===== src/rtl/cce_pkg.sv =====
// Package for the complex Chebyshev evaluator: payload structs, datapath widths,
// register indexes and the control and status structs between the sequencer and the MAC.
// No dependencies.
package cce_pkg;

   localparam int IN_W   = 32;
   localparam int VAL_W  = 48;
   localparam int CNT_W  = 10;
   localparam int ADDR_W = 4;
   localparam int DATA_W = 32;
   localparam int HALF_W = 24;
   localparam int PART_W = HALF_W + 1;
   localparam int PROD_W = 2 * PART_W;
   localparam int ACC_W  = 2 * VAL_W + 2;

   localparam logic signed [IN_W-1:0] SCALE_RESET  = 32'sd33554432;
   localparam logic signed [IN_W-1:0] OFFSET_RESET = 32'sd16777216;
   localparam logic [CNT_W-1:0]       COUNT_RESET  = 10'd2;

   localparam logic signed [VAL_W-1:0] VAL_MAX = {1'b0, {(VAL_W-1){1'b1}}};
   localparam logic signed [VAL_W-1:0] VAL_MIN = {1'b1, {(VAL_W-1){1'b0}}};

   typedef enum logic [1:0] {
      REG_SCALE  = 2'd0,
      REG_OFFSET = 2'd1,
      REG_COUNT  = 2'd2
   } reg_index_type;

   typedef enum logic [1:0] {
      SHIFT_NONE,
      SHIFT_HALF,
      SHIFT_FULL
   } shift_type;

   typedef struct packed {
      logic signed [IN_W-1:0] point_real;
      logic signed [IN_W-1:0] point_imag;
   } req_payload_type;

   typedef struct packed {
      logic signed [VAL_W-1:0] value_real;
      logic signed [VAL_W-1:0] value_imag;
      logic                    overflow_flag;
   } rsp_payload_type;

   typedef struct packed {
      logic                     issue;
      logic                     load;
      logic signed [VAL_W-1:0]  load_prev;
      logic signed [PART_W-1:0] a_half;
      logic signed [PART_W-1:0] b_half;
      shift_type                shift_sel;
      logic                     dbl;
      logic                     neg;
   } mac_ctl_type;

   typedef struct packed {
      logic signed [VAL_W-1:0] value;
      logic                    sat;
   } fin_type;

endpackage


===== src/rtl/cce_mac.sv =====
// Shared multiply-accumulate unit of the complex Chebyshev evaluator: one registered
// 25x25 signed multiplier, a wide accumulator and the floor-and-saturate finish logic.
// Depends on cce_pkg.
module cce_mac
   import cce_pkg::*;
#(
   parameter int FRAC_BITS = 24
) (
   input  logic        clock,
   input  logic        reset,
   input  mac_ctl_type ctl,
   output fin_type     fin
);

   logic signed [PROD_W-1:0] prod_ff, prod_in;
   logic                     pvld_ff, pvld_in;
   shift_type                psh_ff, psh_in;
   logic                     pdbl_ff, pdbl_in;
   logic                     pneg_ff, pneg_in;
   logic signed [ACC_W-1:0]  acc_ff, acc_in;
   logic signed [ACC_W-1:0]  ext;
   logic signed [ACC_W-1:0]  addend;
   logic signed [ACC_W-1:0]  load_ext;
   logic signed [ACC_W-1:0]  shifted;
   logic [ACC_W-VAL_W:0]     top_bits;

   always_comb begin
      prod_in = ctl.a_half * ctl.b_half;
      pvld_in = ctl.issue;
      psh_in  = ctl.shift_sel;
      pdbl_in = ctl.dbl;
      pneg_in = ctl.neg;

      ext = {{(ACC_W-PROD_W){prod_ff[PROD_W-1]}}, prod_ff};
      case (psh_ff)
         SHIFT_NONE: addend = ext;
         SHIFT_HALF: addend = ext <<< HALF_W;
         SHIFT_FULL: addend = ext <<< (2 * HALF_W);
         default:    addend = '0;
      endcase
      if (pdbl_ff) begin
         addend = addend <<< 1;
      end

      // The accumulator starts at minus the previous term scaled up, so that the
      // products simply add into the exact numerator.
      load_ext = {{(ACC_W-VAL_W){ctl.load_prev[VAL_W-1]}}, ctl.load_prev} <<< FRAC_BITS;

      acc_in = acc_ff;
      if (ctl.load) begin
         acc_in = -load_ext;
      end else if (pvld_ff) begin
         acc_in = pneg_ff ? acc_ff - addend : acc_ff + addend;
      end

      shifted   = acc_ff >>> FRAC_BITS;
      top_bits  = shifted[ACC_W-1:VAL_W-1];
      fin.sat   = !((&top_bits) || !(|top_bits));
      fin.value = fin.sat ? (acc_ff[ACC_W-1] ? VAL_MIN : VAL_MAX) : shifted[VAL_W-1:0];
   end

   always_ff @(posedge clock) begin
      if (reset) begin
         pvld_ff <= 1'b0;
      end else begin
         pvld_ff <= pvld_in;
      end
      prod_ff <= prod_in;
      psh_ff  <= psh_in;
      pdbl_ff <= pdbl_in;
      pneg_ff <= pneg_in;
      acc_ff  <= acc_in;
   end

endmodule


===== src/rtl/complex_chebyshev_evaluator.sv =====
// Top level of the complex Chebyshev evaluator: APB register file, request capture and the
// sequencer that drives the shared multiply-accumulate unit. Depends on cce_pkg and cce_mac.
//
// Usage. A request (one complex point z, Q8.24) is taken at a rising edge where start is
// high and busy is low. The block maps it to x = scale*z - offset and runs the recurrence
// T(k+1) = 2x*T(k) - T(k-1) n times, n being the iteration count register clamped to
// MAX_ORDER. The result T(n+1)(x) in Q24.24, with a sticky overflow flag, appears on
// rsp_payload for exactly one cycle with rsp_valid high; the receiver cannot stall it, so
// it must take the result in that cycle.
// Datapath. Every 48x48 product is built from four partial products on a single
// registered 25x25 multiplier, one partial per cycle. Each mapped component issues its
// partials, then passes through a drain and a finish state; each recurrence component issues
// the partials of its two products and then passes through the same two states. rsp_valid
// rises at the edge where busy falls, so a new request may be accepted while the result is
// shown. One request is in flight at a time.
// Reset (synchronous, active high) returns the sequencer to idle, drops any request in
// flight and loads the register reset values. Registers must only be written while idle.
module complex_chebyshev_evaluator
   import cce_pkg::*;
#(
   parameter int MAX_ORDER = 1023,
   parameter int FRAC_BITS = 24
) (
   input  logic                  clock,
   input  logic                  reset,
   // request channel
   input  logic                  start,
   output logic                  busy,
   input  req_payload_type       req_payload,
   // result channel
   output logic                  rsp_valid,
   output rsp_payload_type       rsp_payload,
   // register port
   input  logic                  psel,
   input  logic                  penable,
   input  logic                  pwrite,
   input  logic [ADDR_W-1:0]     paddr,
   input  logic [DATA_W-1:0]     pwdata,
   output logic [DATA_W-1:0]     prdata,
   output logic                  pready
);

   // The count register is ten bits wide, so the clamp limit never needs more.
   localparam int unsigned MaxCnt = (MAX_ORDER < 1023) ? MAX_ORDER : 1023;
   localparam logic signed [VAL_W-1:0] One = VAL_W'(1) << FRAC_BITS;
   localparam logic [2:0] MapLast  = 3'd3;
   localparam logic [2:0] StepLast = 3'd7;

   typedef enum logic [1:0] {
      S_IDLE,
      S_ISSUE,
      S_DRAIN,
      S_FINISH
   } state_type;

   // Which component the accumulator is currently building.
   typedef enum logic [1:0] {
      JOB_MAP_RE,
      JOB_MAP_IM,
      JOB_STEP_RE,
      JOB_STEP_IM
   } job_type;

   function automatic logic signed [VAL_W-1:0] widen(input logic signed [IN_W-1:0] v);
      widen = {{(VAL_W-IN_W){v[IN_W-1]}}, v};
   endfunction

   // Low half is unsigned, high half carries the sign: a = hi*2^24 + lo.
   function automatic logic signed [PART_W-1:0] lo_half(input logic signed [VAL_W-1:0] v);
      lo_half = {1'b0, v[HALF_W-1:0]};
   endfunction

   function automatic logic signed [PART_W-1:0] hi_half(input logic signed [VAL_W-1:0] v);
      hi_half = {v[VAL_W-1], v[VAL_W-1:HALF_W]};
   endfunction

   // Register file.
   logic signed [IN_W-1:0] scale_ff;
   logic signed [IN_W-1:0] offset_ff;
   logic [CNT_W-1:0]       count_ff;
   logic                   cfg_wr;

   assign pready = 1'b1;
   assign cfg_wr = psel && penable && pwrite && pready;

   always_ff @(posedge clock) begin
      if (reset) begin
         scale_ff  <= SCALE_RESET;
         offset_ff <= OFFSET_RESET;
         count_ff  <= COUNT_RESET;
      end else if (cfg_wr) begin
         case (reg_index_type'(paddr[3:2]))
            REG_SCALE:  scale_ff  <= pwdata;
            REG_OFFSET: offset_ff <= pwdata;
            REG_COUNT:  count_ff  <= pwdata[CNT_W-1:0];
            default:    ;
         endcase
      end
   end

   always_comb begin
      case (reg_index_type'(paddr[3:2]))
         REG_SCALE:  prdata = scale_ff;
         REG_OFFSET: prdata = offset_ff;
         REG_COUNT:  prdata = {{(DATA_W-CNT_W){1'b0}}, count_ff};
         default:    prdata = '0;
      endcase
   end

   // Sequencer state and datapath registers.
   state_type               state_ff, state_in;
   job_type                 job_ff, job_in;
   logic [2:0]              part_ff, part_in;
   logic [CNT_W-1:0]        n_ff, n_in;
   logic [CNT_W-1:0]        cnt_ff, cnt_in;
   logic signed [IN_W-1:0]  zr_ff, zr_in, zi_ff, zi_in;
   logic signed [VAL_W-1:0] xr_ff, xr_in, xi_ff, xi_in;
   logic signed [VAL_W-1:0] tr_ff, tr_in, ti_ff, ti_in;
   logic signed [VAL_W-1:0] pi_ff, pi_in;
   logic signed [VAL_W-1:0] nr_ff, nr_in;
   logic                    ovf_ff, ovf_in;
   logic                    rsp_valid_ff, rsp_valid_in;
   rsp_payload_type         rsp_ff, rsp_in;

   logic                    accept;
   logic [CNT_W-1:0]        n_clamped;
   logic [CNT_W-1:0]        cnt_next;
   logic [2:0]              last_part;
   logic signed [VAL_W-1:0] op_a, op_b;
   logic                    op_neg;
   mac_ctl_type             mac_ctl;
   fin_type                 fin;

   assign busy      = (state_ff != S_IDLE);
   assign accept    = start && !busy;
   assign n_clamped = (count_ff > CNT_W'(MaxCnt)) ? CNT_W'(MaxCnt) : count_ff;
   assign cnt_next  = cnt_ff + CNT_W'(1);
   assign last_part = (job_ff == JOB_MAP_RE || job_ff == JOB_MAP_IM) ? MapLast : StepLast;

   // Operand selection: bit 2 of the partial counter picks the term of the complex
   // product, bits 1 and 0 pick the halves of the two operands.
   always_comb begin
      op_neg = 1'b0;
      case (job_ff)
         JOB_MAP_RE: begin
            op_a = widen(scale_ff);
            op_b = widen(zr_ff);
         end
         JOB_MAP_IM: begin
            op_a = widen(scale_ff);
            op_b = widen(zi_ff);
         end
         JOB_STEP_RE: begin
            op_a   = part_ff[2] ? xi_ff : xr_ff;
            op_b   = part_ff[2] ? ti_ff : tr_ff;
            op_neg = part_ff[2];
         end
         JOB_STEP_IM: begin
            op_a = part_ff[2] ? xi_ff : xr_ff;
            op_b = part_ff[2] ? tr_ff : ti_ff;
         end
         default: begin
            op_a = '0;
            op_b = '0;
         end
      endcase
   end

   always_comb begin
      state_in     = state_ff;
      job_in       = job_ff;
      part_in      = part_ff;
      n_in         = n_ff;
      cnt_in       = cnt_ff;
      zr_in        = zr_ff;
      zi_in        = zi_ff;
      xr_in        = xr_ff;
      xi_in        = xi_ff;
      tr_in        = tr_ff;
      ti_in        = ti_ff;
      pi_in        = pi_ff;
      nr_in        = nr_ff;
      ovf_in       = ovf_ff;
      rsp_valid_in = 1'b0;
      rsp_in       = rsp_ff;

      mac_ctl.issue     = 1'b0;
      mac_ctl.load      = 1'b0;
      mac_ctl.load_prev = '0;
      mac_ctl.a_half    = part_ff[1] ? hi_half(op_a) : lo_half(op_a);
      mac_ctl.b_half    = part_ff[0] ? hi_half(op_b) : lo_half(op_b);
      case (part_ff[1:0])
         2'd0:    mac_ctl.shift_sel = SHIFT_NONE;
         2'd3:    mac_ctl.shift_sel = SHIFT_FULL;
         default: mac_ctl.shift_sel = SHIFT_HALF;
      endcase
      mac_ctl.dbl = (job_ff == JOB_STEP_RE || job_ff == JOB_STEP_IM);
      mac_ctl.neg = op_neg;

      case (state_ff)
         S_IDLE: begin
            if (accept) begin
               zr_in             = req_payload.point_real;
               zi_in             = req_payload.point_imag;
               n_in              = n_clamped;
               ovf_in            = 1'b0;
               job_in            = JOB_MAP_RE;
               part_in           = '0;
               state_in          = S_ISSUE;
               mac_ctl.load      = 1'b1;
               mac_ctl.load_prev = widen(offset_ff);
            end
         end
         S_ISSUE: begin
            mac_ctl.issue = 1'b1;
            if (part_ff == last_part) begin
               state_in = S_DRAIN;
            end else begin
               part_in = part_ff + 3'd1;
            end
         end
         S_DRAIN: begin
            // The last partial product is added into the accumulator here.
            state_in = S_FINISH;
         end
         S_FINISH: begin
            ovf_in   = ovf_ff || fin.sat;
            part_in  = '0;
            state_in = S_ISSUE;
            case (job_ff)
               JOB_MAP_RE: begin
                  xr_in        = fin.value;
                  tr_in        = fin.value;
                  job_in       = JOB_MAP_IM;
                  mac_ctl.load = 1'b1;
               end
               JOB_MAP_IM: begin
                  xi_in  = fin.value;
                  ti_in  = fin.value;
                  pi_in  = '0;
                  cnt_in = '0;
                  if (n_ff == '0) begin
                     // With no steps the result is the mapped point itself.
                     rsp_valid_in         = 1'b1;
                     rsp_in.value_real    = tr_ff;
                     rsp_in.value_imag    = fin.value;
                     rsp_in.overflow_flag = ovf_ff || fin.sat;
                     state_in             = S_IDLE;
                  end else begin
                     job_in            = JOB_STEP_RE;
                     mac_ctl.load      = 1'b1;
                     mac_ctl.load_prev = One;
                  end
               end
               JOB_STEP_RE: begin
                  nr_in             = fin.value;
                  job_in            = JOB_STEP_IM;
                  mac_ctl.load      = 1'b1;
                  mac_ctl.load_prev = pi_ff;
               end
               JOB_STEP_IM: begin
                  pi_in  = ti_ff;
                  tr_in  = nr_ff;
                  ti_in  = fin.value;
                  cnt_in = cnt_next;
                  if (cnt_next == n_ff) begin
                     rsp_valid_in         = 1'b1;
                     rsp_in.value_real    = nr_ff;
                     rsp_in.value_imag    = fin.value;
                     rsp_in.overflow_flag = ovf_ff || fin.sat;
                     state_in             = S_IDLE;
                  end else begin
                     // The current T becomes the previous term of the next step.
                     job_in            = JOB_STEP_RE;
                     mac_ctl.load      = 1'b1;
                     mac_ctl.load_prev = tr_ff;
                  end
               end
               default: begin
                  state_in = S_IDLE;
               end
            endcase
         end
         default: begin
            state_in = S_IDLE;
         end
      endcase
   end

   always_ff @(posedge clock) begin
      if (reset) begin
         state_ff     <= S_IDLE;
         job_ff       <= JOB_MAP_RE;
         part_ff      <= '0;
         cnt_ff       <= '0;
         rsp_valid_ff <= 1'b0;
      end else begin
         state_ff     <= state_in;
         job_ff       <= job_in;
         part_ff      <= part_in;
         cnt_ff       <= cnt_in;
         rsp_valid_ff <= rsp_valid_in;
      end
      n_ff   <= n_in;
      zr_ff  <= zr_in;
      zi_ff  <= zi_in;
      xr_ff  <= xr_in;
      xi_ff  <= xi_in;
      tr_ff  <= tr_in;
      ti_ff  <= ti_in;
      pi_ff  <= pi_in;
      nr_ff  <= nr_in;
      ovf_ff <= ovf_in;
      rsp_ff <= rsp_in;
   end

   assign rsp_valid   = rsp_valid_ff;
   assign rsp_payload = rsp_ff;

   cce_mac #(
      .FRAC_BITS (FRAC_BITS)
   ) u_mac (
      .clock (clock),
      .reset (reset),
      .ctl   (mac_ctl),
      .fin   (fin)
   );

   // An accepted request always leaves the block busy in the next cycle.
   a_busy_after_accept: assert property (@(posedge clock) disable iff (reset)
      (start && !busy) |=> busy)
      else $error("request accepted but block not busy");

   // Work only ends by delivering a result, unless reset cut it short.
   a_result_ends_work: assert property (@(posedge clock) disable iff (reset)
      ($fell(busy) && !$past(reset)) |-> rsp_valid)
      else $error("busy fell without a result");

   // A result strobe lasts a single cycle.
   a_single_strobe: assert property (@(posedge clock) disable iff (reset)
      rsp_valid |=> !rsp_valid)
      else $error("result strobe held for more than one cycle");

   // The result is shown only once the sequencer is idle again.
   a_strobe_when_idle: assert property (@(posedge clock) disable iff (reset)
      rsp_valid |-> !busy)
      else $error("result strobe while still busy");

endmodule

===== config.mk =====
export PLATFORM = sky130hd
export DESIGN_NAME = complex_chebyshev_evaluator
export DESIGN_NICKNAME = d
export VERILOG_FILES = /design/src/rtl/cce_pkg.sv /design/src/rtl/cce_mac.sv /design/src/rtl/complex_chebyshev_evaluator.sv
export SDC_FILE = /design/constraint.sdc
export NUM_CORES = 2
export LEC_CHECK = 0
export BUFFER_PORTS_ARGS = -buffer_cell sky130_fd_sc_hd__buf_4
export CAP_MARGIN = 10
export CORE_MARGIN = 2
export CORE_UTILIZATION = 45
export DETAILED_ROUTE_END_ITERATION = 10
export PLACE_DENSITY = 0.68
export RECOVER_POWER = 25
export SLEW_MARGIN = 20
export SYNTH_ARGS = -nofsm -noshare
export SYNTH_HDL_FRONTEND = slang
export SYNTH_HIERARCHICAL = 1
export SYNTH_SLANG_ARGS = --single-unit

===== constraint.sdc =====
create_clock -name clock -period 24.4 [get_ports clock]
set_input_delay 3.66 -clock clock [delete_from_list [all_inputs] [get_ports clock]]
set_output_delay 3.66 -clock clock [all_outputs]
set_load 0.01 [all_outputs]

==> results.yml <==
clock_tree:
  cts_tree: "done"
  cts_resized: 0
  numCtsBuffers: 79
  cts.clk_slew.worst_paths_ns: 0.06
  cts_hold_buf: 0
  clkSinkCount: 705
  cts_max_level: 3
  cts_setup_buffers: 0
  insertion_delay_ns: 0.68
  clk_path_buf_depth: 3
  clockRootBuffer: "clkbuf_16"
floorplan:
  num_rows: 138
  ioPinCount: 238
  initial_core_util: 0.4523
  die_y_um: 380.8
  core_area_um2: 141200
  die_area_um2: 145000
  die_w_um: 380.8
critical_path:
  endpoint_kind: "register"
  cp_slowest_cell: "clkbuf_1"
  crit_family: "adder cells"
  crit_path_max_incr_delay_ns: 2.65
  worstSetupPathDepth: 34
  critPathMaxFanout: 100
  cp_data_required_time_ns: 24.91
  rr_worst_depth: 34
  worstReg2RegEnd: "u_mac/prod_ff[49]"
  reg2reg_setup_slack_ns: 8.58
  cp_common_cell: "fa_1"
  cp-endpoint: "u_mac/prod_ff[49]"
  r2r_start: "job_ff[0]"
  critPathKind: "reg -> reg"
  startpoint_type: "register"
  worstSetupStartpoint: "job_ff[0]"
  critical_path_arrival_ns: 16.33
  path_buf_inv: 7
logic_synthesis:
  syn_nets: 7845
  synth_area_leaders: "edfxtp_1 (26%), fa_1 (21%), inv_1 (5.3%)"
  post_synth_num_cell_types: 93
  synth_flop_cell: "edfxtp_1"
  synth_edf_count: 558
  synth-seq-cells: 705
  synth-async-reset-ratio: 0
  syn_inst: 6830
  synth.largest_area_cell: "edfxtp_1"
  synth_top_cell_area_share: 0.2623
  seq_area_frac_synth: 0.3084
  avgSynthCellArea_um2: 9.353
  synth_warnings: 6
  syn_area_um2: 63880
finish:
  final_common_cell: "inv_1"
  fin_cells: 8806
  nFillCells: 13134
  layout-drive-gt1-share: 0.08854
  final_cell_mix: "inv_1 (897), nand2_1 (782), fa_1 (659)"
  post-route-util: 0.4960
  area_delta_synth_final_pct: 9.662
  final_net_count: 7862
  fin_area_um2: 70050
placed_design:
  placed_area_um2: 67540
  dp.cells: 8656
  io_buffer_count: 234
  gp_congestion: 1.008
  hpwl_um: 163200
worst_hold_path:
  hp-class: "reg -> reg"
  min_from: "scale_ff[24]"
grt:
  grt_pass1_wl_um: 320100
  antenna_found_initial: 12
  grt_start_max_net_pins: 101
  gr-usage-all-layers: 0.2926
  first_global_vias: 50506
  overflow: 0
timing:
  finalCriticalPeriod_ns: 15.82
  max_freq_mhz: 63.21
  hold_viol: 0
  finClkSkew_ns: 0.04640
  rsz0062_at_grt: "false"
  tightest_slew_ns: 4.439
  finalSetupTns_ns: 0
  final_max_slew_viol_count: 865
  finalCritPeriodShare: 0.6484
  setup_viol: 0
  hold_ws_ns: 0.4713
  slew_headroom: -1.960
route:
  drt_iter0_drc: 5918
  ant_nets: 0
  vias_per_cell: 5.889
  vias: 51857
  drc: 0
  routed_wl_um: 216200
  dr.pass1.iters: 9
  wl_per_cell_um: 24.55
power:
  p_per_area_nw_per_um2: 102.6
  p_leak_nw: 29.77
  vdd_drop_max_uv: 75.13
job:
  drv_cap: 14
status:
  run_status: "finished, violations left"
  violations: "capacitance limit, slew limit"
final cells by class:
| type | count | area [µm²] | share of cell area |
|---|---|---|---|
| multi-input combinational | 4812 | 39450 | 0.5631 |
| antenna | 4 | 10.01 | 0.0001429 |
| clock buffer | 107 | 2163 | 0.03088 |
| sequential | 705 | 19720 | 0.2814 |
| tap | 1890 | 2365 | 0.03376 |
| timing repair buffer | 348 | 2552 | 0.03644 |
| inverter | 901 | 3383 | 0.04829 |
| clock inverter | 39 | 419.2 | 0.005983 |
logic make-up (layout without fill, tap and decap cells):
logic type	count (synthesis)	after routing	synth area share
xor+xnor	280	280	0.03851
compound gates	1527	1527	0.1475
buf+inv	1313	1395	0.07862
flops	705	705	0.3084
mux	147	147	0.02466
fa+ha+maj	909	909	0.2555
simple gates	1948	1948	0.1468
other cells	1	5	0.00005870
sequential cells by signal (all words and copies together), names as in the netlist, 2 cells and up:
register / count
cnt_ff: 10
count_ff: 10
job_ff: 2
n_ff: 10
nr_ff: 48
offset_ff: 32
part_ff: 3
pi_ff: 48
rsp_payload: 97
scale_ff: 32
state_ff: 2
ti_ff: 48
tr_ff: 48
u_mac/acc_ff: 98
u_mac/prod_ff: 50
u_mac/psh_ff: 2
xi_ff: 48
xr_ff: 48
zi_ff: 32
zr_ff: 32
worst min path at each step:
stage,endpoint,slack (ns),cells after the start
CTS,scale_ff[1],0.47,2
finish,scale_ff[24],0.47,2
floorplan,offset_ff[31],0.44,2
global placement,scale_ff[24],0.45,2
detailed placement,scale_ff[1],0.46,2
global route,scale_ff[1],0.49,2
synthesized netlist by cell type, types with 43 or more instances:
library cell,number
a22oi_1,87
xor2_1,114
o21ai_0,455
mux2i_1,127
nand2_1,782
a21oi_1,521
nand3_1,62
and2_1,375
xnor2_1,165
nand4_1,69
nor3_1,87
fa_1,659
dfxtp_1,147
a21o_1,82
nand2b_1,52
a211oi_1,54
nor2_1,338
ha_1,250
clkbuf_1,336
edfxtp_1,558
buf_1,43
inv_1,899
routing by layer:
layer	global-route usage	vias to the layer above	routed length (µm)
li1	-	22952	-
met1	0.4109	25894	88600
met2	0.4494	2565	96130
met3	0.06170	438	23220
met4	0.09881	8	8169
met5	0	-	52
where the power goes:
part / internal [W] / switching [W]
registers: 0.00169 / 0.000185
clock network: 0.000683 / 0.000527
logic: 0.00137 / 0.00274
worst reg2reg max path, delay by kind of cell (launching register included):
| family | cells | cell delay, ns |
|---|---|---|
| compound gates | 12 | 3.75 |
| xor+xnor | 1 | 0.31 |
| fa+ha+maj | 9 | 6.42 |
| buf+inv | 7 | 3.31 |
| flops | 1 | 0.40 |
| simple gates | 5 | 1.50 |
metrics by stage:
stage	worst slack, ns	power (W)
6_report	8.579	0.007187
2_1_floorplan	15.38	0.004580
3_3_place_gp	12.70	0.005848
4_1_cts	12.52	0.007116
5_1_grt	7.704	0.007625
3_5_place_dp	12.56	0.005899
No activity file was read; power rests on OpenSTA's default activity.
